## src/rtl/core/two_rotor_substitution_cipher_assert.svh

```systemverilog
// ----------------------------------------------------------------------------
// Assertion macros for the two-rotor substitution cipher
// Concurrent checks; they expand to nothing when SYNTH is defined.
// ----------------------------------------------------------------------------
`ifndef TWO_ROTOR_SUBSTITUTION_CIPHER_ASSERT_SVH
`define TWO_ROTOR_SUBSTITUTION_CIPHER_ASSERT_SVH

`ifndef SYNTH
`define TRSC_ASSERT_IMPLY(label, clk, rst, a, b) \
  label: assert property (@(posedge clk) disable iff (rst) (a) |-> (b)) \
    else $error("cipher check failed");
`define TRSC_ASSERT_NEXT(label, clk, rst, a, b) \
  label: assert property (@(posedge clk) disable iff (rst) (a) |=> (b)) \
    else $error("cipher check failed");
`else
`define TRSC_ASSERT_IMPLY(label, clk, rst, a, b)
`define TRSC_ASSERT_NEXT(label, clk, rst, a, b)
`endif

`endif

```

## src/rtl/core/trsc_pkg.sv

```systemverilog
// ----------------------------------------------------------------------------
// trsc_pkg
// Types, constants and modulo helpers shared by the cipher modules.
// ----------------------------------------------------------------------------
`timescale 1ns / 1ps
`default_nettype none

package trsc_pkg;

  localparam int ALPHA_SIZE = 26;
  localparam int LW         = 5;

  typedef logic [LW-1:0] letter_t;

  localparam letter_t LETTER_MAX = LW'(ALPHA_SIZE - 1);
  localparam logic [7:0] CHAR_A  = 8'h61;
  localparam logic [7:0] CHAR_Z  = 8'h7a;

  typedef enum logic [1:0] {
    FUNC_ENC  = 2'd0,
    FUNC_DEC  = 2'd1,
    FUNC_FAST = 2'd2,
    FUNC_SLOW = 2'd3
  } func_t;

  typedef struct packed {
    logic    en;
    letter_t index;
    letter_t value;
  } ring_wr_t;

  typedef struct packed {
    letter_t fast;
    letter_t slow;
  } pos_t;

  function automatic letter_t mod_add(letter_t a, letter_t b);
    logic [LW:0] s;
    s = {1'b0, a} + {1'b0, b};
    if (s >= (LW+1)'(ALPHA_SIZE)) begin
      s = s - (LW+1)'(ALPHA_SIZE);
    end
    return s[LW-1:0];
  endfunction

  function automatic letter_t mod_sub(letter_t a, letter_t b);
    logic [LW:0] s;
    if (a >= b) begin
      s = {1'b0, a} - {1'b0, b};
    end else begin
      s = {1'b0, a} + (LW+1)'(ALPHA_SIZE) - {1'b0, b};
    end
    return s[LW-1:0];
  endfunction

endpackage

`default_nettype wire

```

## src/rtl/core/trsc_rotor.sv

```systemverilog
// ----------------------------------------------------------------------------
// trsc_rotor
// Ring table and its inverse for one rotor; one write, two lookups.
// ----------------------------------------------------------------------------
`timescale 1ns / 1ps
`default_nettype none

module trsc_rotor (
  input  wire                 clk,
  input  trsc_pkg::ring_wr_t  wr,
  input  trsc_pkg::letter_t   ring_addr,
  output trsc_pkg::letter_t   ring_data,
  input  trsc_pkg::letter_t   inv_addr,
  output trsc_pkg::letter_t   inv_data
);
  import trsc_pkg::*;

  letter_t ring [ALPHA_SIZE];
  letter_t inv  [ALPHA_SIZE];

  always_ff @(posedge clk) begin
    if (wr.en) begin
      ring[wr.index] <= wr.value;
      inv[wr.value]  <= wr.index;
    end
  end

  assign ring_data = ring[ring_addr];
  assign inv_data  = inv[inv_addr];

endmodule

`default_nettype wire

```

## src/rtl/core/trsc_position.sv

```systemverilog
// ----------------------------------------------------------------------------
// trsc_position
// Fast and slow rotor position counters with restart and carry.
// ----------------------------------------------------------------------------
`timescale 1ns / 1ps
`default_nettype none

module trsc_position (
  input  wire              clk,
  input  wire              rst,
  input  wire              restart,
  input  wire              fire,
  input  wire              advance,
  output trsc_pkg::pos_t   eff
);
  import trsc_pkg::*;

  pos_t pos;
  pos_t pos_next;

  // positions seen by the current request, restart applied first
  assign eff = restart ? '0 : pos;

  always_comb begin
    pos_next = eff;
    if (advance) begin
      if (eff.fast == LETTER_MAX) begin
        pos_next.fast = '0;
        pos_next.slow = mod_add(eff.slow, LW'(1));
      end else begin
        pos_next.fast = eff.fast + LW'(1);
      end
    end
  end

  always_ff @(posedge clk) begin
    if (rst) begin
      pos <= '0;
    end else if (fire) begin
      pos <= pos_next;
    end
  end

endmodule

`default_nettype wire

```

## src/rtl/core/two_rotor_substitution_cipher.sv

```systemverilog
// A request is captured in the input register and moves to the output register
// when the output is not stalled. Throughput: one request per cycle while not stalled.
// Ring writes retire in the cycle after acceptance and give no result.
// The path is input register, two table lookups with mod-26 adds or subtracts, result reg.
// Reset clears both valids and both rotor positions; ring tables are
// undefined until loaded.
// ----------------------------------------------------------------------------
// two_rotor_substitution_cipher
// Two-rotor letter cipher, one byte per cycle while the output is not stalled, with in-band ring loading.
// ----------------------------------------------------------------------------
`timescale 1ns / 1ps
`default_nettype none

module two_rotor_substitution_cipher (
  input  wire        clk,
  input  wire        rst,
  input  wire        req_valid,
  output logic       req_stall,
  input  wire  [1:0] func,
  input  wire  [7:0] char_in,
  input  wire  [4:0] entry_index,
  input  wire  [4:0] entry_value,
  input  wire        restart,
  output logic       res_valid,
  input  wire        res_stall,
  output logic [7:0] char_out
);
  import trsc_pkg::*;
  `include "two_rotor_substitution_cipher_assert.svh"

  logic       s1_valid;
  func_t      s1_func;
  logic [7:0] s1_char;
  letter_t    s1_index;
  letter_t    s1_value;
  logic       s1_restart;

  logic       s1_write;
  logic       s1_letter;
  logic       s1_fire;
  logic       req_accept;
  logic       in_range;
  logic [7:0] char_off;
  letter_t    p;
  pos_t       eff;

  ring_wr_t   fast_wr;
  ring_wr_t   slow_wr;
  letter_t    fast_ring_addr;
  letter_t    fast_ring_data;
  letter_t    fast_inv_addr;
  letter_t    fast_inv_data;
  letter_t    slow_ring_addr;
  letter_t    slow_ring_data;
  letter_t    slow_inv_data;
  letter_t    r;
  logic [7:0] result;

  assign s1_write  = (s1_func == FUNC_FAST) || (s1_func == FUNC_SLOW);
  assign s1_letter = (s1_char >= CHAR_A) && (s1_char <= CHAR_Z);
  assign s1_fire   = s1_valid && (s1_write || !res_valid || !res_stall);
  assign req_stall = s1_valid && !s1_fire;
  assign req_accept = req_valid && !req_stall;

  always_ff @(posedge clk) begin
    if (rst) begin
      s1_valid <= 1'b0;
    end else if (req_accept) begin
      s1_valid <= 1'b1;
    end else if (s1_fire) begin
      s1_valid <= 1'b0;
    end
  end

  always_ff @(posedge clk) begin
    if (req_accept) begin
      s1_func    <= func_t'(func);
      s1_char    <= char_in;
      s1_index   <= entry_index;
      s1_value   <= entry_value;
      s1_restart <= restart;
    end
  end

  trsc_position u_position (
    .clk     (clk),
    .rst     (rst),
    .restart (s1_valid && s1_restart),
    .fire    (s1_fire),
    .advance (!s1_write && s1_letter),
    .eff     (eff)
  );

  assign in_range = (s1_index <= LETTER_MAX) && (s1_value <= LETTER_MAX);

  always_comb begin
    fast_wr.en    = s1_fire && in_range && (s1_func == FUNC_FAST);
    fast_wr.index = s1_index;
    fast_wr.value = s1_value;
    slow_wr.en    = s1_fire && in_range && (s1_func == FUNC_SLOW);
    slow_wr.index = s1_index;
    slow_wr.value = s1_value;
  end

  assign char_off = s1_char - CHAR_A;
  assign p        = char_off[LW-1:0];

  assign fast_ring_addr = mod_add(p, eff.fast);
  assign slow_ring_addr = mod_add(fast_ring_data, eff.slow);
  assign fast_inv_addr  = mod_sub(slow_inv_data, eff.slow);

  trsc_rotor u_fast (
    .clk       (clk),
    .wr        (fast_wr),
    .ring_addr (fast_ring_addr),
    .ring_data (fast_ring_data),
    .inv_addr  (fast_inv_addr),
    .inv_data  (fast_inv_data)
  );

  trsc_rotor u_slow (
    .clk       (clk),
    .wr        (slow_wr),
    .ring_addr (slow_ring_addr),
    .ring_data (slow_ring_data),
    .inv_addr  (p),
    .inv_data  (slow_inv_data)
  );

  always_comb begin
    if (s1_func == FUNC_DEC) begin
      r = mod_sub(fast_inv_data, eff.fast);
    end else begin
      r = slow_ring_data;
    end
    result = s1_letter ? (CHAR_A + {3'b000, r}) : s1_char;
  end

  always_ff @(posedge clk) begin
    if (rst) begin
      res_valid <= 1'b0;
    end else if (s1_fire && !s1_write) begin
      res_valid <= 1'b1;
    end else if (!res_stall) begin
      res_valid <= 1'b0;
    end
  end

  always_ff @(posedge clk) begin
    if (s1_fire && !s1_write) begin
      char_out <= result;
    end
  end

  `TRSC_ASSERT_IMPLY(a_stall_only_busy, clk, rst, req_stall, s1_valid && !s1_write)
  `TRSC_ASSERT_NEXT(a_cipher_gives_result, clk, rst, s1_fire && !s1_write, res_valid)
  `TRSC_ASSERT_IMPLY(a_fast_in_range, clk, rst, 1'b1, eff.fast <= LETTER_MAX)
  `TRSC_ASSERT_NEXT(a_fast_wraps, clk, rst,
    s1_fire && !s1_write && s1_letter && (eff.fast == LETTER_MAX),
    u_position.pos.fast == '0)

endmodule

`default_nettype wire
```

## config.mk

```make
export PLATFORM = sky130hd
export DESIGN_NAME = two_rotor_substitution_cipher
export DESIGN_NICKNAME = d
export VERILOG_FILES = /design/src/rtl/core/trsc_pkg.sv /design/src/rtl/core/trsc_rotor.sv /design/src/rtl/core/trsc_position.sv /design/src/rtl/core/two_rotor_substitution_cipher.sv
export VERILOG_INCLUDE_DIRS = /design/src /design/src/rtl/core
export SDC_FILE = /design/constraint.sdc
export NUM_CORES = 1
export LEC_CHECK = 0
export ABC_CLOCK_PERIOD_IN_PS = 27400
export BUFFER_PORTS_ARGS = -buffer_cell sky130_fd_sc_hd__buf_4
export CAP_MARGIN = 5
export CORE_MARGIN = 5
export CORE_UTILIZATION = 58
export DETAILED_ROUTE_END_ITERATION = 8
export GPL_TIMING_DRIVEN = 0
export PLACE_DENSITY = 0.74
export SKIP_LAST_GASP = 1
export SLEW_MARGIN = 20
export SYNTH_ARGS = -nofsm -noshare
export SYNTH_HDL_FRONTEND = slang
export SYNTH_SLANG_ARGS = --single-unit
```

## constraint.sdc

```tcl
create_clock -name clk -period 27.4 [get_ports clk]
set_clock_uncertainty 0.05 [all_clocks]
set_input_delay 1.37 -clock clk [delete_from_list [all_inputs] [get_ports clk]]
set_output_delay 1.37 -clock clk [all_outputs]
set_load 0.03 [all_outputs]
```

==> impl_metrics.py, run 1 <==
metrics = {
    "grt": {
        "grt.total_usage_pct": 24.54,
        "overflow": 0,
        "antenna_found_initial": 0,
        "grt_pass1_vias": 14378,
        "grt_pass1_wl_um": 86860,
        "grt_max_degree": 29,
    },
    "drt": {
        "ant_nets": 0,
        "drt-wirelength-per-cell_um": 25.50,
        "wl_met3_um": 4782,
        "num_vias": 14250,
        "first_pass_iters": 6,
        "drtIter0Drc": 1817,
        "met1Wirelength_um": 24180,
        "finalWirelength_um": 56790,
        "via_per_inst": 6.399,
        "top_layer_used": "met4",
        "drc": 0,
        "wl_met2_um": 26370,
    },
    "yosys": {
        "yosys_warnings": 0,
        "ys_top_cells_by_area": "edfxtp_1 (67%), mux4_2 (9.5%), mux2i_1 (3.5%)",
        "synth_top_area_share_pct": 66.53,
        "async_flop_share_pct": 0,
        "synth-edff-count": 549,
        "synth_ff_type": "edfxtp_1",
        "synth.most_common_cell": "edfxtp_1",
        "mappedNetlistNets": 1610,
        "yosysUniqueCellTypes": 81,
        "syn_avg_cell_area_um2": 16.13,
        "synth_cells": 1536,
        "netlist_top_cells_count": "edfxtp_1 (549), nor2_1 (178), mux4_2 (104), mux2i_1 (87), nand2_1 (80)",
        "seq_area_frac_synth_pct": 67.50,
        "syn_area_um2": 24780,
        "synth_seq_cells": 561,
        "yosys.area.top_type": "edfxtp_1",
    },
    "cts": {
        "h-tree-depth": 2,
        "cts_tree": "built",
        "postCtsHoldBufs": 0,
        "cts_resized": 0,
        "cts_num_sinks": 561,
        "cts-buffers-inserted": 55,
        "clock_latency_ns": 0.60,
        "clkTransAtPathRegs_ns": 0.06,
        "cts_buffer_depth": 3,
        "cts_setup_buffers": 0,
        "root_buffer": "clkbuf_16",
    },
    "critical_path": {
        "worst_path_max_delay_cell": "o31ai_1",
        "critPathRequiredTime_ns": 27.70,
        "startpoint_type": "flop",
        "r2r_start": "s1_char[0]",
        "cp_max_fo": 10,
        "path_class": "flop to flop",
        "endpoint_kind": "flop",
        "slowest_delay_ns": 0.70,
        "arrival_ns": 12.48,
        "cp-startpoint": "s1_char[0]",
        "r2r_setup_slack_ns": 15.22,
    },
    "timing": {
        "timing.final.crit_share_pct": 44.46,
        "worstMarginPinSlew_ns": 1.013,
        "tns_ns": 0,
        "slew_violations": 0,
        "max_freq_mhz": 82.10,
        "fin_ws_ns": 15.22,
        "setup_viol": 0,
        "slew_headroom_pct": 32.45,
        "timing.final.crit_period_ns": 12.18,
        "rsz0062_at_grt": "no",
        "hold_slack_ns": 0.4645,
        "finalHoldViolations": 0,
    },
    "placement": {
        "place_congestion": 0.9538,
        "place_ws_ns": 15.31,
        "post_dp_cell_area_um2": 26070,
        "port_buffers": 34,
        "dp_hpwl_um": 39600,
    },
    "cells_and_area": {
        "drive_gt1_share_pct": 17.83,
        "ff_latch_area_um2": 16730,
        "final_net_count": 1723,
        "diodes": 0,
        "final_area_um2": 27860,
        "multiInputGateArea_um2": 7575,
        "syn2layout_area_growth_pct": 12.45,
        "fillerInstances": 2803,
        "utilization_pct": 66.13,
    },
    "die": {
        "num_io_pins": 35,
        "core-area_um2": 42130,
        "dieArea_um2": 46960,
        "initial_core_util_pct": 58.81,
        "row_count": 75,
        "die_w_um": 216.7,
        "die_h_um": 216.7,
    },
    "worst_hold_path": {
        "min_from": "u_position.pos[9]",
        "hold_class": "flop to flop",
    },
    "power": {
        "ir_drop_mv": 0.06573,
        "p_per_area_nw_per_um2": 79.95,
        "leakage_nw": 9.261,
    },
    "job": {
        "maxCapViolCount": 0,
    },
    "status": {
        "status": "complete, no violations",
    },
}
[placed cells by master, fill, tap and decap left out, drive strengths merged, types with 22 or more instances in the layout]
cell and count:
mux4 108, buf 87, clkbuf 100, nor2 178
nand3 22, nor2b 24, mux2i 88, ha 42
nand2 82, a211oi 31, inv 46, o21ai 39
a21oi 38, edfxtp 549
[layout make-up]
cell class,instances,share of cell area [%]
flip-flops and latches,561,60.03
plain buffers,64,1.132
repair buffers,56,2.178
multi-input cells,866,27.19
inverters,45,0.6062
clock buffers,67,5.254
clock inverters,29,1.194
well taps,539,2.420
[kinds of logic (layout without fill, tap and decap cells)]
group / count (synthesis) / after routing / synth area share [%]
compound gates: 207 / 207 / 5.898
xor+xnor: 28 / 28 / 1.081
fa+ha+maj: 49 / 49 / 2.686
buf+inv: 109 / 261 / 1.954
flops: 561 / 561 / 67.50
mux: 209 / 209 / 14.04
simple gates: 373 / 373 / 6.842
[stage by stage]
| stage | cells | total power, W |
|---|---|---|
| after floorplan | 1536 | 0.001337 |
| after global placement | 2109 | 0.001467 |
| after detailed placement | 2131 | 0.001479 |
| after CTS | 2227 | 0.002232 |
| after global routing | 2227 | 0.002316 |
| final | 2227 | 0.002228 |
[routing by layer]
layer	track usage (%)	vias up
met5	0	-
met1	36.84	7208
met3	4.242	90
li1	-	6290
met4	6.763	0
met2	37.97	662
[final timing paths]
kind,cells after the start,to
setup / recovery,36,char_out[2]
hold reg to reg,2,u_position.pos[9]
hold / removal,2,u_position.pos[9]
setup reg to reg,36,char_out[2]
[worst max-delay path, delay by kind of cell, from the launching register on]
family	cells	cell delay [ns]
buf+inv	13	4.51
compound gates	8	2.24
fa+ha+maj	6	2.02
simple gates	3	0.82
xor+xnor	4	1.12
mux	2	0.75
flops	1	0.38
[power by group]
group / switching (W) / internal, W / total (W) / leakage (nW)
sequential: 0.00000569 / 0.000945 / 0.000951 / 5.05
clock: 0.000316 / 0.000444 / 0.000760 / 0.871
combinational: 0.000304 / 0.000213 / 0.000516 / 3.34
total: 0.000625 / 0.00160 / 0.00223 / 9.26
[sequential cells by signal (all words and copies together) (netlist names)]
| register | cells |
|---|---|
| char_out | 8 |
| u_fast.ring | 130 |
| u_fast.inv | 130 |
| s1_valid | 1 |
| s1_value | 5 |
| s1_char | 8 |
| s1_index | 5 |
| u_slow.inv | 130 |
| s1_restart | 1 |
| s1_func | 2 |
| res_valid | 1 |
| u_position.pos | 10 |
| u_slow.ring | 130 |
(Power assumes the default switching activity.)
==> run 2, diff against run 1 <==
--- a/config.mk
+++ b/config.mk
@@ -6,14 +6,14 @@
 export SDC_FILE = /design/constraint.sdc
 export NUM_CORES = 1
 export LEC_CHECK = 0
-export ABC_CLOCK_PERIOD_IN_PS = 27400
+export ABC_CLOCK_PERIOD_IN_PS = 11050
 export BUFFER_PORTS_ARGS = -buffer_cell sky130_fd_sc_hd__buf_4
 export CAP_MARGIN = 5
 export CORE_MARGIN = 5
-export CORE_UTILIZATION = 58
+export CORE_UTILIZATION = 57
 export DETAILED_ROUTE_END_ITERATION = 8
 export GPL_TIMING_DRIVEN = 0
-export PLACE_DENSITY = 0.74
+export PLACE_DENSITY = 0.76
 export SKIP_LAST_GASP = 1
 export SLEW_MARGIN = 20
 export SYNTH_ARGS = -nofsm -noshare
==> constraint.sdc (replaced) <==
create_clock -name clk -period 11.05 [get_ports clk]
set_clock_uncertainty 0.05 [all_clocks]
set_input_delay 0.5525 -clock clk [delete_from_list [all_inputs] [get_ports clk]]
set_output_delay 0.5525 -clock clk [all_outputs]
set_load 0.03 [all_outputs]
==> run 2 against run 1 <==
Net effect: first-iteration DRC count is 11% lower; register-to-register slack worse by 14 ns; count of clock-buffer cells in the layout is 2 lower; final cell count is 2.2% higher; power is 140% higher; critical path depth is 1 lower; largest power group unchanged; highest routed layer unchanged.
==> impl_metrics.py, run 2 (synthesized netlist as in run 1, its figures left out) <==
metrics = {
    "status": {
        "status": "complete, no violations",
    },
    "drt": {
        "first_pass_iters": 8,
        "via_per_inst": 6.314,
        "num_vias": 14365,
        "drc": 0,
        "drt-wirelength-per-cell_um": 24.94,
        "drtIter0Drc": 1621,
        "ant_nets": 0,
        "finalWirelength_um": 56750,
    },
    "timing": {
        "slew_headroom_pct": 34.05,
        "slew_violations": 0,
        "finalHoldViolations": 0,
        "rsz0062_at_grt": "no",
        "timing.final.crit_share_pct": 91.65,
        "worstMarginPinSlew_ns": 0.9893,
        "setup_viol": 0,
        "fin_ws_ns": 0.9226,
        "max_freq_mhz": 98.74,
        "timing.final.crit_period_ns": 10.13,
    },
    "cells_and_area": {
        "layout_common_cells": "edfxtp_1 (549), nor2_1 (178), mux4_2 (104)",
        "multiInputGateArea_um2": 7615,
        "drive_gt1_share_pct": 18.46,
        "diodes": 0,
        "fillerInstances": 2916,
        "syn2layout_area_growth_pct": 12.70,
        "final_common_cell": "edfxtp_1",
        "ff_latch_area_um2": 16730,
        "final_area_um2": 27930,
        "final_net_count": 1722,
    },
    "cts": {
        "clock_latency_ns": 0.60,
        "cts_tree": "built",
        "h-tree-depth": 2,
        "cts-buffers-inserted": 54,
        "cts_num_sinks": 561,
        "root_buffer": "clkbuf_16",
        "clkTransAtPathRegs_ns": 0.06,
        "cts_buffer_depth": 3,
    },
    "critical_path": {
        "path_class": "flop to flop",
        "endpoint_kind": "flop",
        "startpoint_type": "flop",
        "slowest_delay_ns": 0.66,
        "worst_path_max_delay_cell": "fa_1",
        "cp_max_fo": 10,
        "critPathRequiredTime_ns": 11.34,
        "arrival_ns": 10.41,
    },
    "placement": {
        "port_buffers": 34,
        "dp_hpwl_um": 39590,
        "place_congestion": 0.9438,
        "place_ws_ns": -0.9170,
        "post_dp_cell_area_um2": 26170,
    },
    "die": {
        "row_count": 76,
        "die_h_um": 218.5,
        "dieArea_um2": 47740,
        "num_io_pins": 35,
        "die_w_um": 218.5,
        "core-area_um2": 43080,
        "initial_core_util_pct": 57.52,
    },
    "grt": {
        "grt_pass1_wl_um": 87440,
        "antenna_found_initial": 0,
        "grt.total_usage_pct": 24.26,
        "overflow": 0,
        "grt_max_degree": 28,
        "grt_pass1_vias": 14303,
    },
    "power": {
        "p_per_area_nw_per_um2": 195.2,
        "ir_drop_mv": 0.1665,
        "leakage_nw": 9.267,
    },
    "worst_hold_path": {
        "hold_class": "input port to flop",
    },
    "job": {
        "maxCapViolCount": 0,
    },
}
-- run 2: critical path, delay by kind of cell, from the launching register on --
family	cells	cell delay, ns
buffers and inverters	11	3.31
AND/OR/NAND/NOR	3	0.65
AO/OA/AOI/OAI	10	2.24
flip-flops	1	0.41
XOR/XNOR	3	0.77
multiplexers	3	0.65
adder cells (fa/ha/maj)	5	1.78
-- run 2: area by class of cell --
| class | instances | area share [%] |
|---|---|---|
| tap | 585 | 2.621 |
| timing repair buffer | 57 | 2.366 |
| clock inverter | 33 | 1.017 |
| multi-input combinational | 866 | 27.27 |
| buffer | 63 | 1.165 |
| clock buffer | 65 | 5.063 |
| inverter | 45 | 0.6049 |
| sequential | 561 | 59.90 |
-- run 2: stage by stage --
| stage | utilization [%] | total power [W] | hold WS, ns | TNS (ns) | instances |
|---|---|---|---|---|---|
| after floorplan | - | 0.003315 | 0.4205 | 0 | 1536 |
| after global placement | 59.81 | 0.003658 | 0.4495 | -4.080 | 2155 |
| after detailed placement | 60.75 | 0.003694 | 0.4735 | -6.189 | 2176 |
| after CTS | 64.78 | 0.005462 | 0.04600 | 0 | 2274 |
| after global routing | 64.83 | 0.005662 | 0.05578 | 0 | 2275 |
| final | 64.83 | 0.005452 | 0.08466 | 0 | 2275 |
-- run 2: power by group --
group / internal, W / switching [W] / leakage (nW)
Sequential: 0.00234 / 0.0000154 / 5.05
Combinational: 0.000535 / 0.000776 / 3.40
Clock: 0.00101 / 0.000775 / 0.820
Total: 0.00389 / 0.00157 / 9.27
-- run 2: path summary, 6_finish.rpt --
path | startpoint | to | slack (ns) | cells past startpoint
worst min register to register | res_valid | res_valid | 0.49 | 2
worst max-delay path | s1_char[0] | char_out[4] | 0.92 | 35
worst max register to register | s1_char[0] | char_out[4] | 0.92 | 35
worst min-delay path | char_in[5] | s1_char[5] | 0.08 | 1
-- run 2: timing repair --
action                                  in CTS  in global routing
endpoints found under the setup margin       8                  8
gates resized for setup                     10                  9
cloned                                       0                  0
buffers inserted                             0                  2
hold buffers                                 0                  0
-- run 2: per-layer routing --
| layer | routed length, µm | GRT usage, % | part of all wire [%] | vias to the layer above |
|---|---|---|---|---|
| li1 | - | - | - | 6268 |
| met1 | 23360 | 35.71 | 41 | 7226 |
| met2 | 26790 | 37.89 | 47 | 757 |
| met3 | 5107 | 4.447 | 9.0 | 114 |
| met4 | 1487 | 7.055 | 2.6 | 0 |
| met5 | 0 | 0 | 0 | - |
